[config.mk]
export PLATFORM = sky130hd
export DESIGN_NAME = bounded_circular_list_engine
export DESIGN_NICKNAME = d
export VERILOG_FILES = /design/src/design/bcle_pkg.sv /design/src/design/bcle_ctrl.sv /design/src/design/bcle_dp.sv /design/src/design/bounded_circular_list_engine.sv
export SDC_FILE = /design/constraint.sdc
export NUM_CORES = 2
export LEC_CHECK = 0
export CORE_UTILIZATION = 50
export CTS_BUF_LIST = sky130_fd_sc_hd__clkbuf_4
export DETAILED_ROUTE_END_ITERATION = 16
export DONT_BUFFER_PORTS = 1
export PLACE_DENSITY_LB_ADDON = 0.15
export SLEW_MARGIN = 0
export SYNTH_ARGS = -nofsm -noshare
export SYNTH_HDL_FRONTEND = slang
export SYNTH_HIERARCHICAL = 1
export SYNTH_SLANG_ARGS = --single-unit
[constraint.sdc]
create_clock -name clock -period 22.9 [get_ports clock]
set_clock_uncertainty 0.2 [all_clocks]
set_input_delay 4.58 -clock clock [delete_from_list [all_inputs] [get_ports clock]]
set_output_delay 4.58 -clock clock [all_outputs]
set_load 0.01 [all_outputs]
[src/design/bcle_pkg.sv]
// ----------------------------------------------------------------------------
// bcle_pkg: shared types and constants for the circular list engine
// Opcodes, status codes, controller states, micro-ops and the
// command/status bundles between controller and datapath.
// ----------------------------------------------------------------------------
`timescale 1ns / 1ps
`default_nettype none
package bcle_pkg;

   localparam int DefCapacity = 64;

   typedef enum logic [2:0] {
      OP_PUSH_FRONT = 3'd0,
      OP_PUSH_BACK  = 3'd1,
      OP_INS_AFTER  = 3'd2,
      OP_POP_FRONT  = 3'd3,
      OP_POP_BACK   = 3'd4,
      OP_DELETE     = 3'd5,
      OP_SEARCH     = 3'd6,
      OP_NONE       = 3'd7
   } opcode_type;

   typedef enum logic [1:0] {
      ST_OK        = 2'd0,
      ST_EMPTY     = 2'd1,
      ST_FULL      = 2'd2,
      ST_NOT_FOUND = 2'd3
   } status_type;

   typedef enum logic [4:0] {
      S_CLEAR, S_IDLE, S_DISPATCH, S_ALLOC, S_LNK_EMPTY, S_LNK_HEAD,
      S_LNK_TF, S_LNK_TB, S_LNK_AFTER, S_LNK_AT, S_FIND_STEP,
      S_PF_RD, S_PF_RD2, S_PF_FIN, S_PB_STEP, S_PB_FIN, S_DEL_FIN,
      S_GIVE, S_DONE
   } state_type;

   typedef enum logic [4:0] {
      U_NOP, U_CLEAR, U_LOAD, U_RD_FREE, U_LNK_EMPTY, U_LNK_HEAD,
      U_LNK_TF, U_LNK_TB, U_LNK_AFTER, U_LNK_AT, U_FIND_START,
      U_FIND_STEP, U_PF_RD, U_PF_RD2, U_PF_FIN, U_PB_START, U_PB_STEP,
      U_PB_FIN, U_DEL_FIN, U_GIVE
   } uop_type;

   typedef struct packed {
      uop_type    uop;
      logic       st_we;
      status_type st;
   } cmd_type;

   typedef struct packed {
      opcode_type op;
      logic       occ_zero;
      logic       occ_one;
      logic       full;
      logic       hit;
      logic       last;
      logic       pb_hit;
      logic       at_head;
      logic       clr_done;
   } dp_status_type;

endpackage
`default_nettype wire

[src/design/bcle_ctrl.sv]
// ----------------------------------------------------------------------------
// bcle_ctrl: sequencer for the circular list engine
// Steps each command through allocation, list walks, relinking and release.
// ----------------------------------------------------------------------------
`timescale 1ns / 1ps
`default_nettype none
module bcle_ctrl
   import bcle_pkg::*;
(
   input  wire logic          clock,
   input  wire logic          reset,
   input  wire logic          start,
   output logic               busy,
   output logic               rsp_valid,
   input  dp_status_type      dp_st,
   output cmd_type            cmd
);

   state_type state_ff, state_in;

   always_ff @(posedge clock) begin
      if (reset) begin
         state_ff <= S_CLEAR;
      end else begin
         state_ff <= state_in;
      end
   end

   always_comb begin
      state_in  = state_ff;
      cmd.uop   = U_NOP;
      cmd.st_we = 1'b0;
      cmd.st    = ST_OK;
      busy      = (state_ff != S_IDLE);
      rsp_valid = 1'b0;
      case (state_ff)
         S_CLEAR: begin
            cmd.uop = U_CLEAR;
            if (dp_st.clr_done) state_in = S_IDLE;
         end
         S_IDLE: begin
            if (start) begin
               cmd.uop  = U_LOAD;
               state_in = S_DISPATCH;
            end
         end
         S_DISPATCH: begin
            case (dp_st.op)
               OP_PUSH_FRONT, OP_PUSH_BACK: begin
                  if (dp_st.full) begin
                     cmd.st_we = 1'b1; cmd.st = ST_FULL; state_in = S_DONE;
                  end else begin
                     state_in = S_ALLOC;
                  end
               end
               OP_INS_AFTER: begin
                  if (dp_st.occ_zero) begin
                     state_in = S_ALLOC;
                  end else if (dp_st.full) begin
                     cmd.st_we = 1'b1; cmd.st = ST_FULL; state_in = S_DONE;
                  end else begin
                     cmd.uop = U_FIND_START; state_in = S_FIND_STEP;
                  end
               end
               OP_POP_FRONT: begin
                  if (dp_st.occ_zero) begin
                     cmd.st_we = 1'b1; cmd.st = ST_EMPTY; state_in = S_DONE;
                  end else begin
                     state_in = S_PF_RD;
                  end
               end
               OP_POP_BACK: begin
                  if (dp_st.occ_zero) begin
                     cmd.st_we = 1'b1; cmd.st = ST_EMPTY; state_in = S_DONE;
                  end else if (dp_st.occ_one) begin
                     state_in = S_PF_RD;
                  end else begin
                     cmd.uop = U_PB_START; state_in = S_PB_STEP;
                  end
               end
               OP_DELETE: begin
                  if (dp_st.occ_zero) begin
                     cmd.st_we = 1'b1; cmd.st = ST_EMPTY; state_in = S_DONE;
                  end else begin
                     cmd.uop = U_FIND_START; state_in = S_FIND_STEP;
                  end
               end
               OP_SEARCH: begin
                  if (dp_st.occ_zero) begin
                     state_in = S_DONE;
                  end else begin
                     cmd.uop = U_FIND_START; state_in = S_FIND_STEP;
                  end
               end
               default: state_in = S_DONE;
            endcase
         end
         S_ALLOC: begin
            cmd.uop = U_RD_FREE;
            if (dp_st.occ_zero) state_in = S_LNK_EMPTY;
            else if (dp_st.op == OP_INS_AFTER) state_in = S_LNK_AFTER;
            else state_in = S_LNK_HEAD;
         end
         S_LNK_EMPTY: begin
            cmd.uop = U_LNK_EMPTY; state_in = S_DONE;
         end
         S_LNK_HEAD: begin
            cmd.uop  = U_LNK_HEAD;
            state_in = (dp_st.op == OP_PUSH_FRONT) ? S_LNK_TF : S_LNK_TB;
         end
         S_LNK_TF: begin
            cmd.uop = U_LNK_TF; state_in = S_DONE;
         end
         S_LNK_TB: begin
            cmd.uop = U_LNK_TB; state_in = S_DONE;
         end
         S_LNK_AFTER: begin
            cmd.uop = U_LNK_AFTER; state_in = S_LNK_AT;
         end
         S_LNK_AT: begin
            cmd.uop = U_LNK_AT; state_in = S_DONE;
         end
         S_FIND_STEP: begin
            cmd.uop = U_FIND_STEP;
            if (dp_st.hit) begin
               case (dp_st.op)
                  OP_INS_AFTER: state_in = S_ALLOC;
                  OP_DELETE:    state_in = dp_st.at_head ? S_PF_RD : S_DEL_FIN;
                  default:      state_in = S_DONE;
               endcase
            end else if (dp_st.last) begin
               if (dp_st.op != OP_SEARCH) begin
                  cmd.st_we = 1'b1; cmd.st = ST_NOT_FOUND;
               end
               state_in = S_DONE;
            end
         end
         S_PF_RD: begin
            cmd.uop = U_PF_RD; state_in = S_PF_RD2;
         end
         S_PF_RD2: begin
            cmd.uop = U_PF_RD2; state_in = S_PF_FIN;
         end
         S_PF_FIN: begin
            cmd.uop = U_PF_FIN; state_in = S_GIVE;
         end
         S_PB_STEP: begin
            cmd.uop = U_PB_STEP;
            if (dp_st.pb_hit) state_in = S_PB_FIN;
         end
         S_PB_FIN: begin
            cmd.uop = U_PB_FIN; state_in = S_GIVE;
         end
         S_DEL_FIN: begin
            cmd.uop = U_DEL_FIN; state_in = S_GIVE;
         end
         S_GIVE: begin
            cmd.uop = U_GIVE; state_in = S_DONE;
         end
         S_DONE: begin
            rsp_valid = 1'b1;
            state_in  = S_IDLE;
         end
         default: state_in = S_IDLE;
      endcase
   end

endmodule
`default_nettype wire

[src/design/bcle_dp.sv]
// ----------------------------------------------------------------------------
// bcle_dp: datapath for the circular list engine
// Node value and link memories, list pointers, walk registers and results.
// ----------------------------------------------------------------------------
`timescale 1ns / 1ps
`default_nettype none
module bcle_dp
   import bcle_pkg::*;
#(
   parameter int CAPACITY = DefCapacity
)(
   input  wire logic               clock,
   input  wire logic               reset,
   input  cmd_type                 cmd,
   output dp_status_type           dp_st,
   input  wire logic        [2:0]  req_opcode,
   input  wire logic signed [31:0] req_item_value,
   input  wire logic signed [31:0] req_point_value,
   output logic             [1:0]  rsp_status,
   output logic signed      [31:0] rsp_removed_value,
   output logic                    rsp_found,
   output logic             [6:0]  rsp_entry_count,
   output logic signed      [31:0] rsp_front_value,
   output logic signed      [31:0] rsp_back_value
);

   localparam int IW = $clog2(CAPACITY);
   localparam int CW = $clog2(CAPACITY + 1);
   localparam logic [IW-1:0] LastIdx = IW'(CAPACITY - 1);
   localparam logic [CW-1:0] CapCnt  = CW'(CAPACITY);

   logic [31:0] val_mem [CAPACITY];
   logic [IW-1:0] lnk_mem [CAPACITY];

   logic [31:0]   val_rd;
   logic [IW-1:0] lnk_rd;
   logic [IW-1:0] rd_addr;
   logic          val_we, lnk_we;
   logic [IW-1:0] lnk_wa, lnk_wd;

   // control registers
   logic [IW-1:0] head_ff, head_in, tail_ff, tail_in, free_ff, free_in;
   logic [CW-1:0] occ_ff, occ_in;
   logic [IW-1:0] clr_ff, clr_in;
   // walk and payload registers
   logic [IW-1:0] cur_ff, cur_in, prv_ff, prv_in, nxt_ff, nxt_in;
   logic [IW-1:0] nn_ff, nn_in, gv_ff, gv_in;
   logic [CW-1:0] cnt_ff, cnt_in;
   logic [31:0]   front_ff, front_in, back_ff, back_in, prvv_ff, prvv_in;
   logic [31:0]   item_ff, item_in, point_ff, point_in, key_ff, key_in;
   logic [31:0]   rem_ff, rem_in;
   opcode_type    op_ff, op_in;
   status_type    st_ff, st_in;
   logic          fnd_ff, fnd_in;

   logic hit, pb_hit;

   assign hit    = (val_rd == key_ff);
   assign pb_hit = (lnk_rd == tail_ff);

   assign dp_st.op       = op_ff;
   assign dp_st.occ_zero = (occ_ff == '0);
   assign dp_st.occ_one  = (occ_ff == CW'(1));
   assign dp_st.full     = (occ_ff == CapCnt);
   assign dp_st.hit      = hit;
   assign dp_st.last     = (cnt_ff == CW'(occ_ff - CW'(1)));
   assign dp_st.pb_hit   = pb_hit;
   assign dp_st.at_head  = (cur_ff == head_ff);
   assign dp_st.clr_done = (clr_ff == LastIdx);

   always_ff @(posedge clock) begin
      if (val_we) val_mem[free_ff] <= item_ff;
      if (lnk_we) lnk_mem[lnk_wa] <= lnk_wd;
      val_rd <= val_mem[rd_addr];
      lnk_rd <= lnk_mem[rd_addr];
   end

   always_comb begin
      head_in = head_ff; tail_in = tail_ff; free_in = free_ff; occ_in = occ_ff;
      clr_in = clr_ff; cur_in = cur_ff; prv_in = prv_ff; nxt_in = nxt_ff;
      nn_in = nn_ff; gv_in = gv_ff; cnt_in = cnt_ff; front_in = front_ff;
      back_in = back_ff; prvv_in = prvv_ff; item_in = item_ff;
      point_in = point_ff; key_in = key_ff; rem_in = rem_ff; op_in = op_ff;
      st_in = cmd.st_we ? cmd.st : st_ff; fnd_in = fnd_ff;
      rd_addr = cur_ff;
      val_we = 1'b0; lnk_we = 1'b0; lnk_wa = nn_ff; lnk_wd = nn_ff;
      case (cmd.uop)
         U_CLEAR: begin
            lnk_we = 1'b1; lnk_wa = clr_ff;
            lnk_wd = (clr_ff == LastIdx) ? '0 : IW'(clr_ff + IW'(1));
            clr_in = IW'(clr_ff + IW'(1));
         end
         U_LOAD: begin
            op_in    = opcode_type'(req_opcode);
            item_in  = req_item_value;
            point_in = req_point_value;
            key_in   = (opcode_type'(req_opcode) == OP_SEARCH) ? req_item_value
                                                               : req_point_value;
            rem_in = '0; st_in = ST_OK; fnd_in = 1'b0;
         end
         U_RD_FREE: begin
            rd_addr = free_ff; nn_in = free_ff; val_we = 1'b1;
         end
         U_LNK_EMPTY: begin
            free_in = lnk_rd; lnk_we = 1'b1; lnk_wa = nn_ff; lnk_wd = nn_ff;
            head_in = nn_ff; tail_in = nn_ff;
            front_in = item_ff; back_in = item_ff;
            occ_in = CW'(occ_ff + CW'(1));
         end
         U_LNK_HEAD: begin
            free_in = lnk_rd; lnk_we = 1'b1; lnk_wa = nn_ff; lnk_wd = head_ff;
         end
         U_LNK_TF: begin
            lnk_we = 1'b1; lnk_wa = tail_ff; lnk_wd = nn_ff;
            head_in = nn_ff; front_in = item_ff;
            occ_in = CW'(occ_ff + CW'(1));
         end
         U_LNK_TB: begin
            lnk_we = 1'b1; lnk_wa = tail_ff; lnk_wd = nn_ff;
            tail_in = nn_ff; back_in = item_ff;
            occ_in = CW'(occ_ff + CW'(1));
         end
         U_LNK_AFTER: begin
            free_in = lnk_rd; lnk_we = 1'b1; lnk_wa = nn_ff; lnk_wd = nxt_ff;
         end
         U_LNK_AT: begin
            lnk_we = 1'b1; lnk_wa = cur_ff; lnk_wd = nn_ff;
            if (cur_ff == tail_ff) begin
               tail_in = nn_ff; back_in = item_ff;
            end
            occ_in = CW'(occ_ff + CW'(1));
         end
         U_FIND_START: begin
            cur_in = head_ff; prv_in = tail_ff; prvv_in = back_ff;
            cnt_in = '0; rd_addr = head_ff;
         end
         U_FIND_STEP: begin
            nxt_in = lnk_rd;
            if (hit) begin
               rd_addr = cur_ff;
               if (op_ff == OP_SEARCH) fnd_in = 1'b1;
            end else begin
               prv_in = cur_ff; prvv_in = val_rd; cur_in = lnk_rd;
               cnt_in = CW'(cnt_ff + CW'(1)); rd_addr = lnk_rd;
            end
         end
         U_PF_RD: begin
            rd_addr = head_ff; gv_in = head_ff;
         end
         U_PF_RD2: begin
            rd_addr = lnk_rd; nxt_in = lnk_rd;
         end
         U_PF_FIN: begin
            rem_in = front_ff;
            lnk_we = 1'b1; lnk_wa = tail_ff; lnk_wd = nxt_ff;
            if (occ_ff == CW'(1)) begin
               head_in = '0; tail_in = '0; occ_in = '0;
            end else begin
               head_in = nxt_ff; front_in = val_rd;
               occ_in = CW'(occ_ff - CW'(1));
            end
         end
         U_PB_START: begin
            cur_in = head_ff; rd_addr = head_ff;
         end
         U_PB_STEP: begin
            // stop when the node links to the back; keep its value on the port
            if (pb_hit) begin
               rd_addr = cur_ff;
            end else begin
               cur_in = lnk_rd; rd_addr = lnk_rd;
            end
         end
         U_PB_FIN: begin
            rem_in = back_ff; gv_in = tail_ff;
            lnk_we = 1'b1; lnk_wa = cur_ff; lnk_wd = head_ff;
            tail_in = cur_ff; back_in = val_rd;
            occ_in = CW'(occ_ff - CW'(1));
         end
         U_DEL_FIN: begin
            rem_in = point_ff; gv_in = cur_ff;
            lnk_we = 1'b1; lnk_wa = prv_ff; lnk_wd = nxt_ff;
            if (cur_ff == tail_ff) begin
               tail_in = prv_ff; back_in = prvv_ff;
            end
            occ_in = CW'(occ_ff - CW'(1));
         end
         U_GIVE: begin
            lnk_we = 1'b1; lnk_wa = gv_ff; lnk_wd = free_ff; free_in = gv_ff;
         end
         default: ;
      endcase
   end

   always_ff @(posedge clock) begin
      if (reset) begin
         head_ff <= '0; tail_ff <= '0; free_ff <= '0; occ_ff <= '0; clr_ff <= '0;
      end else begin
         head_ff <= head_in; tail_ff <= tail_in; free_ff <= free_in;
         occ_ff <= occ_in; clr_ff <= clr_in;
      end
   end

   always_ff @(posedge clock) begin
      cur_ff <= cur_in; prv_ff <= prv_in; nxt_ff <= nxt_in; nn_ff <= nn_in;
      gv_ff <= gv_in; cnt_ff <= cnt_in; front_ff <= front_in; back_ff <= back_in;
      prvv_ff <= prvv_in; item_ff <= item_in; point_ff <= point_in;
      key_ff <= key_in; rem_ff <= rem_in; op_ff <= op_in; st_ff <= st_in;
      fnd_ff <= fnd_in;
   end

   assign rsp_status        = st_ff;
   assign rsp_removed_value = rem_ff;
   assign rsp_found         = fnd_ff;
   assign rsp_entry_count   = 7'(occ_ff);
   assign rsp_front_value   = (occ_ff == '0) ? '0 : front_ff;
   assign rsp_back_value    = (occ_ff == '0) ? '0 : back_ff;

endmodule
`default_nettype wire

[src/design/bounded_circular_list_engine.sv]
// ----------------------------------------------------------------------------
// bounded_circular_list_engine: ordered list of 32-bit values in linked nodes
// Top level: controller plus datapath; one command in, one result out.
// ----------------------------------------------------------------------------
// A command is taken when start is high and busy is low; its result appears
// for one cycle with rsp_valid and cannot be stalled. Insert-after, delete
// and search walk the list one node per cycle through the single read port
// of the node memories; pop back walks to the node before the back. After
// reset the link memory is chained into the free list while busy stays high.
`timescale 1ns / 1ps
`default_nettype none
module bounded_circular_list_engine
   import bcle_pkg::*;
#(
   parameter int CAPACITY = DefCapacity
)(
   input  wire logic               clock,
   input  wire logic               reset,
   input  wire logic               start,
   output logic                    busy,
   input  wire logic        [2:0]  req_opcode,
   input  wire logic signed [31:0] req_item_value,
   input  wire logic signed [31:0] req_point_value,
   output logic                    rsp_valid,
   output logic             [1:0]  rsp_status,
   output logic signed      [31:0] rsp_removed_value,
   output logic                    rsp_found,
   output logic             [6:0]  rsp_entry_count,
   output logic signed      [31:0] rsp_front_value,
   output logic signed      [31:0] rsp_back_value
);

   cmd_type       cmd;
   dp_status_type dp_st;

   bcle_ctrl u_ctrl (
      .clock     (clock),
      .reset     (reset),
      .start     (start),
      .busy      (busy),
      .rsp_valid (rsp_valid),
      .dp_st     (dp_st),
      .cmd       (cmd)
   );

   bcle_dp #(.CAPACITY(CAPACITY)) u_dp (
      .clock             (clock),
      .reset             (reset),
      .cmd               (cmd),
      .dp_st             (dp_st),
      .req_opcode        (req_opcode),
      .req_item_value    (req_item_value),
      .req_point_value   (req_point_value),
      .rsp_status        (rsp_status),
      .rsp_removed_value (rsp_removed_value),
      .rsp_found         (rsp_found),
      .rsp_entry_count   (rsp_entry_count),
      .rsp_front_value   (rsp_front_value),
      .rsp_back_value    (rsp_back_value)
   );

endmodule
`default_nettype wire

Word level (Yosys, flattened, before mapping)
Memory sizes are Yosys's and may differ from the RTL's. A register that Yosys moved wholly into a read port is not among the register bits.
Index checks and enable logic that the tools add are counted.
{"block": "op_classes", "bitwise": 0, "n_mul": 0, "add_sub_neg": 4, "muxes": 76, "n_shift": 0, "n_reduce_logical": 37, "n_eq_ne": 65, "n_lt_le_gt_ge": 0, "div": 0}
{"cell": "$pmux W32 S4", "count": 2}
{"cell": "$mux W32", "count": 7}
{"cell": "$pmux W32 S2", "count": 2}
{"cell": "$pmux W5 S18", "count": 1}
{"cell": "$pmux W6 S5", "count": 3}
{"cell": "$eq A5 B4 Y1 const B", "count": 16}
{"cell": "$mux W5", "count": 14}
{"cell": "$pmux W5 S12", "count": 1}
{"cell": "$mux W6", "count": 8}
{"cell": "$eq A5 B3 Y1 const B", "count": 8}
{"cell": "$pmux W6 S2", "count": 3}
{"cell": "$pmux W6 S3", "count": 2}
{"cell": "$eq A5 B5 Y1 const B", "count": 7}
{"cell": "$eq A32 B32 Y1", "count": 1}
{"cell": "$pmux W5 S5", "count": 1}
{"cell": "$pmux W6 S4", "count": 1}
{"cell": "$pmux W7 S3", "count": 1}
{"cell": "$eq A5 B2 Y1 const B", "count": 4}
{"cell": "$eq A6 B6 Y1", "count": 3}
{"cell": "$mux W3", "count": 6}
{"cell": "$reduce_or A2 Y1", "count": 9}
{"cell": "$reduce_or A3 Y1", "count": 6}
{"cell": "$mux W4", "count": 4}
{"cell": "$pmux W5 S3", "count": 1}
{"cell": "38 further kinds", "count": 71}
{"block": "totals", "ramBits": 2432, "elab_cells": 206, "latch_bits": 0, "memories": 2, "regBits": 303, "mem_bits_ro": 0, "inputBits": 70}
{"name": "u_dp.val_mem", "depth": 64, "width": 32, "read_ports": 1, "rd_ports_with_merged_regs": 1, "wr": 1, "line": "bcle_dp.sv:32", "text": "logic [31:0] val_mem [CAPACITY];"}
{"name": "u_dp.lnk_mem", "depth": 64, "width": 6, "read_ports": 1, "rd_ports_with_merged_regs": 1, "wr": 1, "line": "bcle_dp.sv:33", "text": "logic [IW-1:0] lnk_mem [CAPACITY];"}

Logic depth before layout (Yosys ltp)
{"block": "logic_depth", "depth_word": 10, "mapped_depth": 27, "ltp_nobuf": 20}

Hierarchy
The synthesis kept the hierarchy.
{"mod": "bcle_dp", "instances": 1, "cells_per_inst": 8158, "area_each_um2": 111175.4}
{"mod": "bcle_ctrl", "instances": 1, "cells_per_inst": 140, "area_each_um2": 902.1}

Worst setup path before layout
No wires, ideal clock.
{"block": "synth_timing", "path_kind": "input to register", "startpoint": "input start", "endpoint": "register u_dp.fnd_ff, in the netlist u_dp/rsp_found (enable)", "path_buffers": 2, "arrival_time_ns": 10.435, "setup_ns": 0.304, "stages": 10, "path_slack_ns": 11.961, "path_cell_list": "nand2_1 > nor2_1 > a21oi_1 > o22a_1 > o221ai_1 > buf_4 > clkbuf_1 > nand2_1 > nor2_1 > o22a_1"}
{"item": "start: declaration", "line": "bounded_circular_list_engine.sv:19", "text": "input wire logic start,"}
{"item": "end signal: assignment", "line": "bcle_dp.sv:209", "text": "fnd_ff <= fnd_in;"}
{"item": "end: declaration", "line": "bcle_dp.sv:54", "text": "logic fnd_ff, fnd_in;"}

==> results.py <==
metrics = {
    "status": {
        "status": "completed",
    },
    "synthesis": {
        "synth_cells": 8298,
        "seq_area_frac_synth_pct": 73.6,
        "yosysMostFrequentCell": "edfxtp_1",
        "synth_top_cells_by_count": "edfxtp_1 (2697), nand2_1 (2247), and3_1 (395)",
        "synth_flop_cell": "edfxtp_1",
        "syn_area_sq_um": 112000,
        "synthDominantCellAreaShare_pct": 72.3,
        "synthArstFlopShare_pct": 0,
        "synth_nets": 8374,
        "synth.distinct_cells": 90,
        "synth_edf_count": 2697,
        "ys_warn_count": 6,
        "synth_area_leaders": "edfxtp_1 (72%), nand2_1 (7.5%), a311oi_1 (2.5%)",
        "ys_ff_latch": 2773,
        "syn_avg_cell_area_sq_um": 13.5,
        "synth_area_leader_cell": "edfxtp_1",
    },
    "die": {
        "row_count": 173,
        "num_io_pins": 178,
        "die_x_microns": 475,
        "die_area_sq_um": 226000,
        "core_area_sq_um": 223000,
        "start_util_pct": 50.4,
        "die_h_microns": 475,
    },
    "worst_setup_path": {
        "cp_cell_sequence": "nand2_1, nor2_1, a21oi_1, o22a_1, o221ai_1, buf_4, inv_1, nand3_1, o31a_1, a2111oi_2, a41o_4, buf_4, buf_4, buf_4, buf_4, nand2_1, and3_1, nor4_1, and4_1, nand3_1",
        "crit_fanout": 75,
        "crit_path_start_kind": "input port",
        "crit_top_cell": "buf_4",
        "endpoint_kind": "flop",
        "path_class": "input port to flop",
        "crit_arrival_ns": 11.69,
        "cp.required_ns": 23.96,
        "slowest_stage": "buf_4",
        "crit_path_max_incr_delay_ns": 0.77,
    },
    "final_layout": {
        "design_area_sq_um": 125000,
        "ff_latch_area_sq_um": 82500,
        "multiInputGateArea_sq_um": 27700,
        "reg_top3": "u_dp/val_mem (2048), u_dp/lnk_mem (384)",
        "regMostFlops": "u_dp/val_mem",
        "nNetsFinal": 8731,
        "fill_cells": 18400,
        "drive_above_1_share_pct": 16.8,
        "largest_reg_flops": 2048,
        "layout-area-overhead-vs-synth_pct": 11.4,
    },
    "min_path": {
        "hold_path_class": "flop to flop",
    },
    "power": {
        "p_leak_uw": 0.0434,
        "ir_drop_uv": 56.9,
        "power_density_nw_per_um2": 78.4,
    },
    "global_routing": {
        "grt_overflow": 0,
        "first_global_vias": 71400,
        "grt_pass1_wl_microns": 498000,
        "antenna_found_initial": 17,
        "grt_max_degree": 194,
        "gr-usage-all-layers_pct": 30.6,
    },
    "placement": {
        "gp_congestion": 0.859,
        "post-dp-hpwl_microns": 192000,
        "portBuffers": 0,
        "place_area_sq_um": 116000,
    },
    "timing": {
        "finalSetupViolations": 0,
        "timing.final.crit_period_ns": 10.63,
        "rsz0062_at_grt": "false",
        "slew_viol_final": 0,
        "relSlewSlack_pct": 10.6,
        "clock.fmax_ghz": 0.0941,
        "finalSetupTns_ns": 0,
        "tightest_slew_ns": 1.34,
        "finalCritPeriodShare_pct": 46.4,
        "finalHoldViolations": 0,
    },
    "drt": {
        "drtIter0Drc": 10300,
        "post_drt_wl_per_cell_microns": 28.9,
        "vias": 75400,
        "viasPerCell": 6.20,
        "drtPass1Iterations": 8,
        "routed_wirelength_microns": 352000,
        "ant_nets": 0,
        "drc_errors": 0,
    },
    "run": {
        "max_cap_violations": 0,
    },
    "cts": {
        "cts_sinks": 2773,
        "cts_made_buffers": 719,
        "clkSlewWorstSetupHoldPaths_ns": 0.06,
        "clock_latency_ns": 1.48,
        "cts_tree": "done",
        "htreeDepth": 6,
        "cts_hold_buf": 0,
        "clock_path_buffers": 4,
        "cts_setup_buffers": 0,
        "clock-root-buffer": "clkbuf_4",
        "cts-resized-gates": 0,
    },
}
[cell type report]
type                       count  share of cell area, %
clock inverter               154                  0.685
sequential                  2773                   66.1
clock buffer                1080                   6.50
timing repair buffer         206                   1.32
multi-input combinational   4906                   22.2
antenna                       15                 0.0301
tap                         2975                   2.98
inverter                      49                  0.148
[routing by layer]
metal | up-vias | wire length (microns) | global-route usage (%)
li1 | 32400 | - | -
met1 | 37900 | 140000 | 42.9
met2 | 4522 | 160000 | 46.9
met3 | 668 | 40100 | 7.31
met4 | 2 | 11000 | 10.7
met5 | - | 7 | 0
[critical path, delay by kind of cell]
family	cells	cell delay (ns)
simple gates	8	1.78
compound gates	6	2.02
buf+inv	6	3.14
[worst paths after layout]
path	start	end	slack, ns	cells after the start
min	u_dp/clr_ff[1]	u_dp/clr_ff[1]	0.30	2
min reg2reg	u_dp/clr_ff[1]	u_dp/clr_ff[1]	0.30	2
max reg2reg	u_dp/rsp_entry_count[0]	u_dp/val_rd[17]	13.08	23
max	start	u_dp/val_rd[17]	12.27	20
[stage by stage]
stage | hold WS (ns) | total power [uW] | worst slack, ns | cells | utilization [%]
2_1_floorplan | 0.227 | 5630 | 11.96 | 8298 | -
3_3_place_gp | 0.288 | 5650 | 11.10 | 10900 | 52.0
3_5_place_dp | 0.285 | 5650 | 10.97 | 10900 | 52.0
4_1_cts | 0.296 | 9850 | 12.49 | 12100 | 56.1
5_1_grt | 0.298 | 10100 | 11.94 | 12200 | 56.1
6_report | 0.300 | 9780 | 12.27 | 12200 | 56.1
[kinds of logic (layout without fill, tap and decap cells)]
logic type	count (synthesis)	after routing	share of synthesized area, %
adders and majority gates	7	7	0.0759
DFF	2773	2773	73.6
other	0	15	0
AOI/OAI and AO/OA	1021	1021	7.07
muxes	193	193	1.86
and+or+nand+nor	3605	3605	14.3
xor gates and xnor gates	80	80	0.625
buffers and inverters	619	1489	2.41
[layout by cell type (no fill, tap or decap), types with 48 or more instances in the layout]
master       n
a21oi_1     60
clkbuf_4  1080
a31oi_1    116
and2_1     140
nor2_4      70
nor2_1     154
edfxtp_1  2697
xor2_1      54
nor4_1      75
and3_1     395
nand2_1   2246
inv_1       48
buf_4      198
o21ai_0     50
nand3_1    338
mux2i_1    133
clkinv_1   112
mux2_2      53
a22oi_1     51
dfxtp_1     76
a311oi_1   319
a211oi_1   251
[report_power, final]
| part | internal [uW] | total [uW] | switching, uW |
|---|---|---|---|
| sequential | 5500 | 5510 | 3.30 |
| clock | 2240 | 4240 | 2000 |
| combinational | 8.22 | 38.7 | 30.5 |
Power figures use the tool's default switching activity.
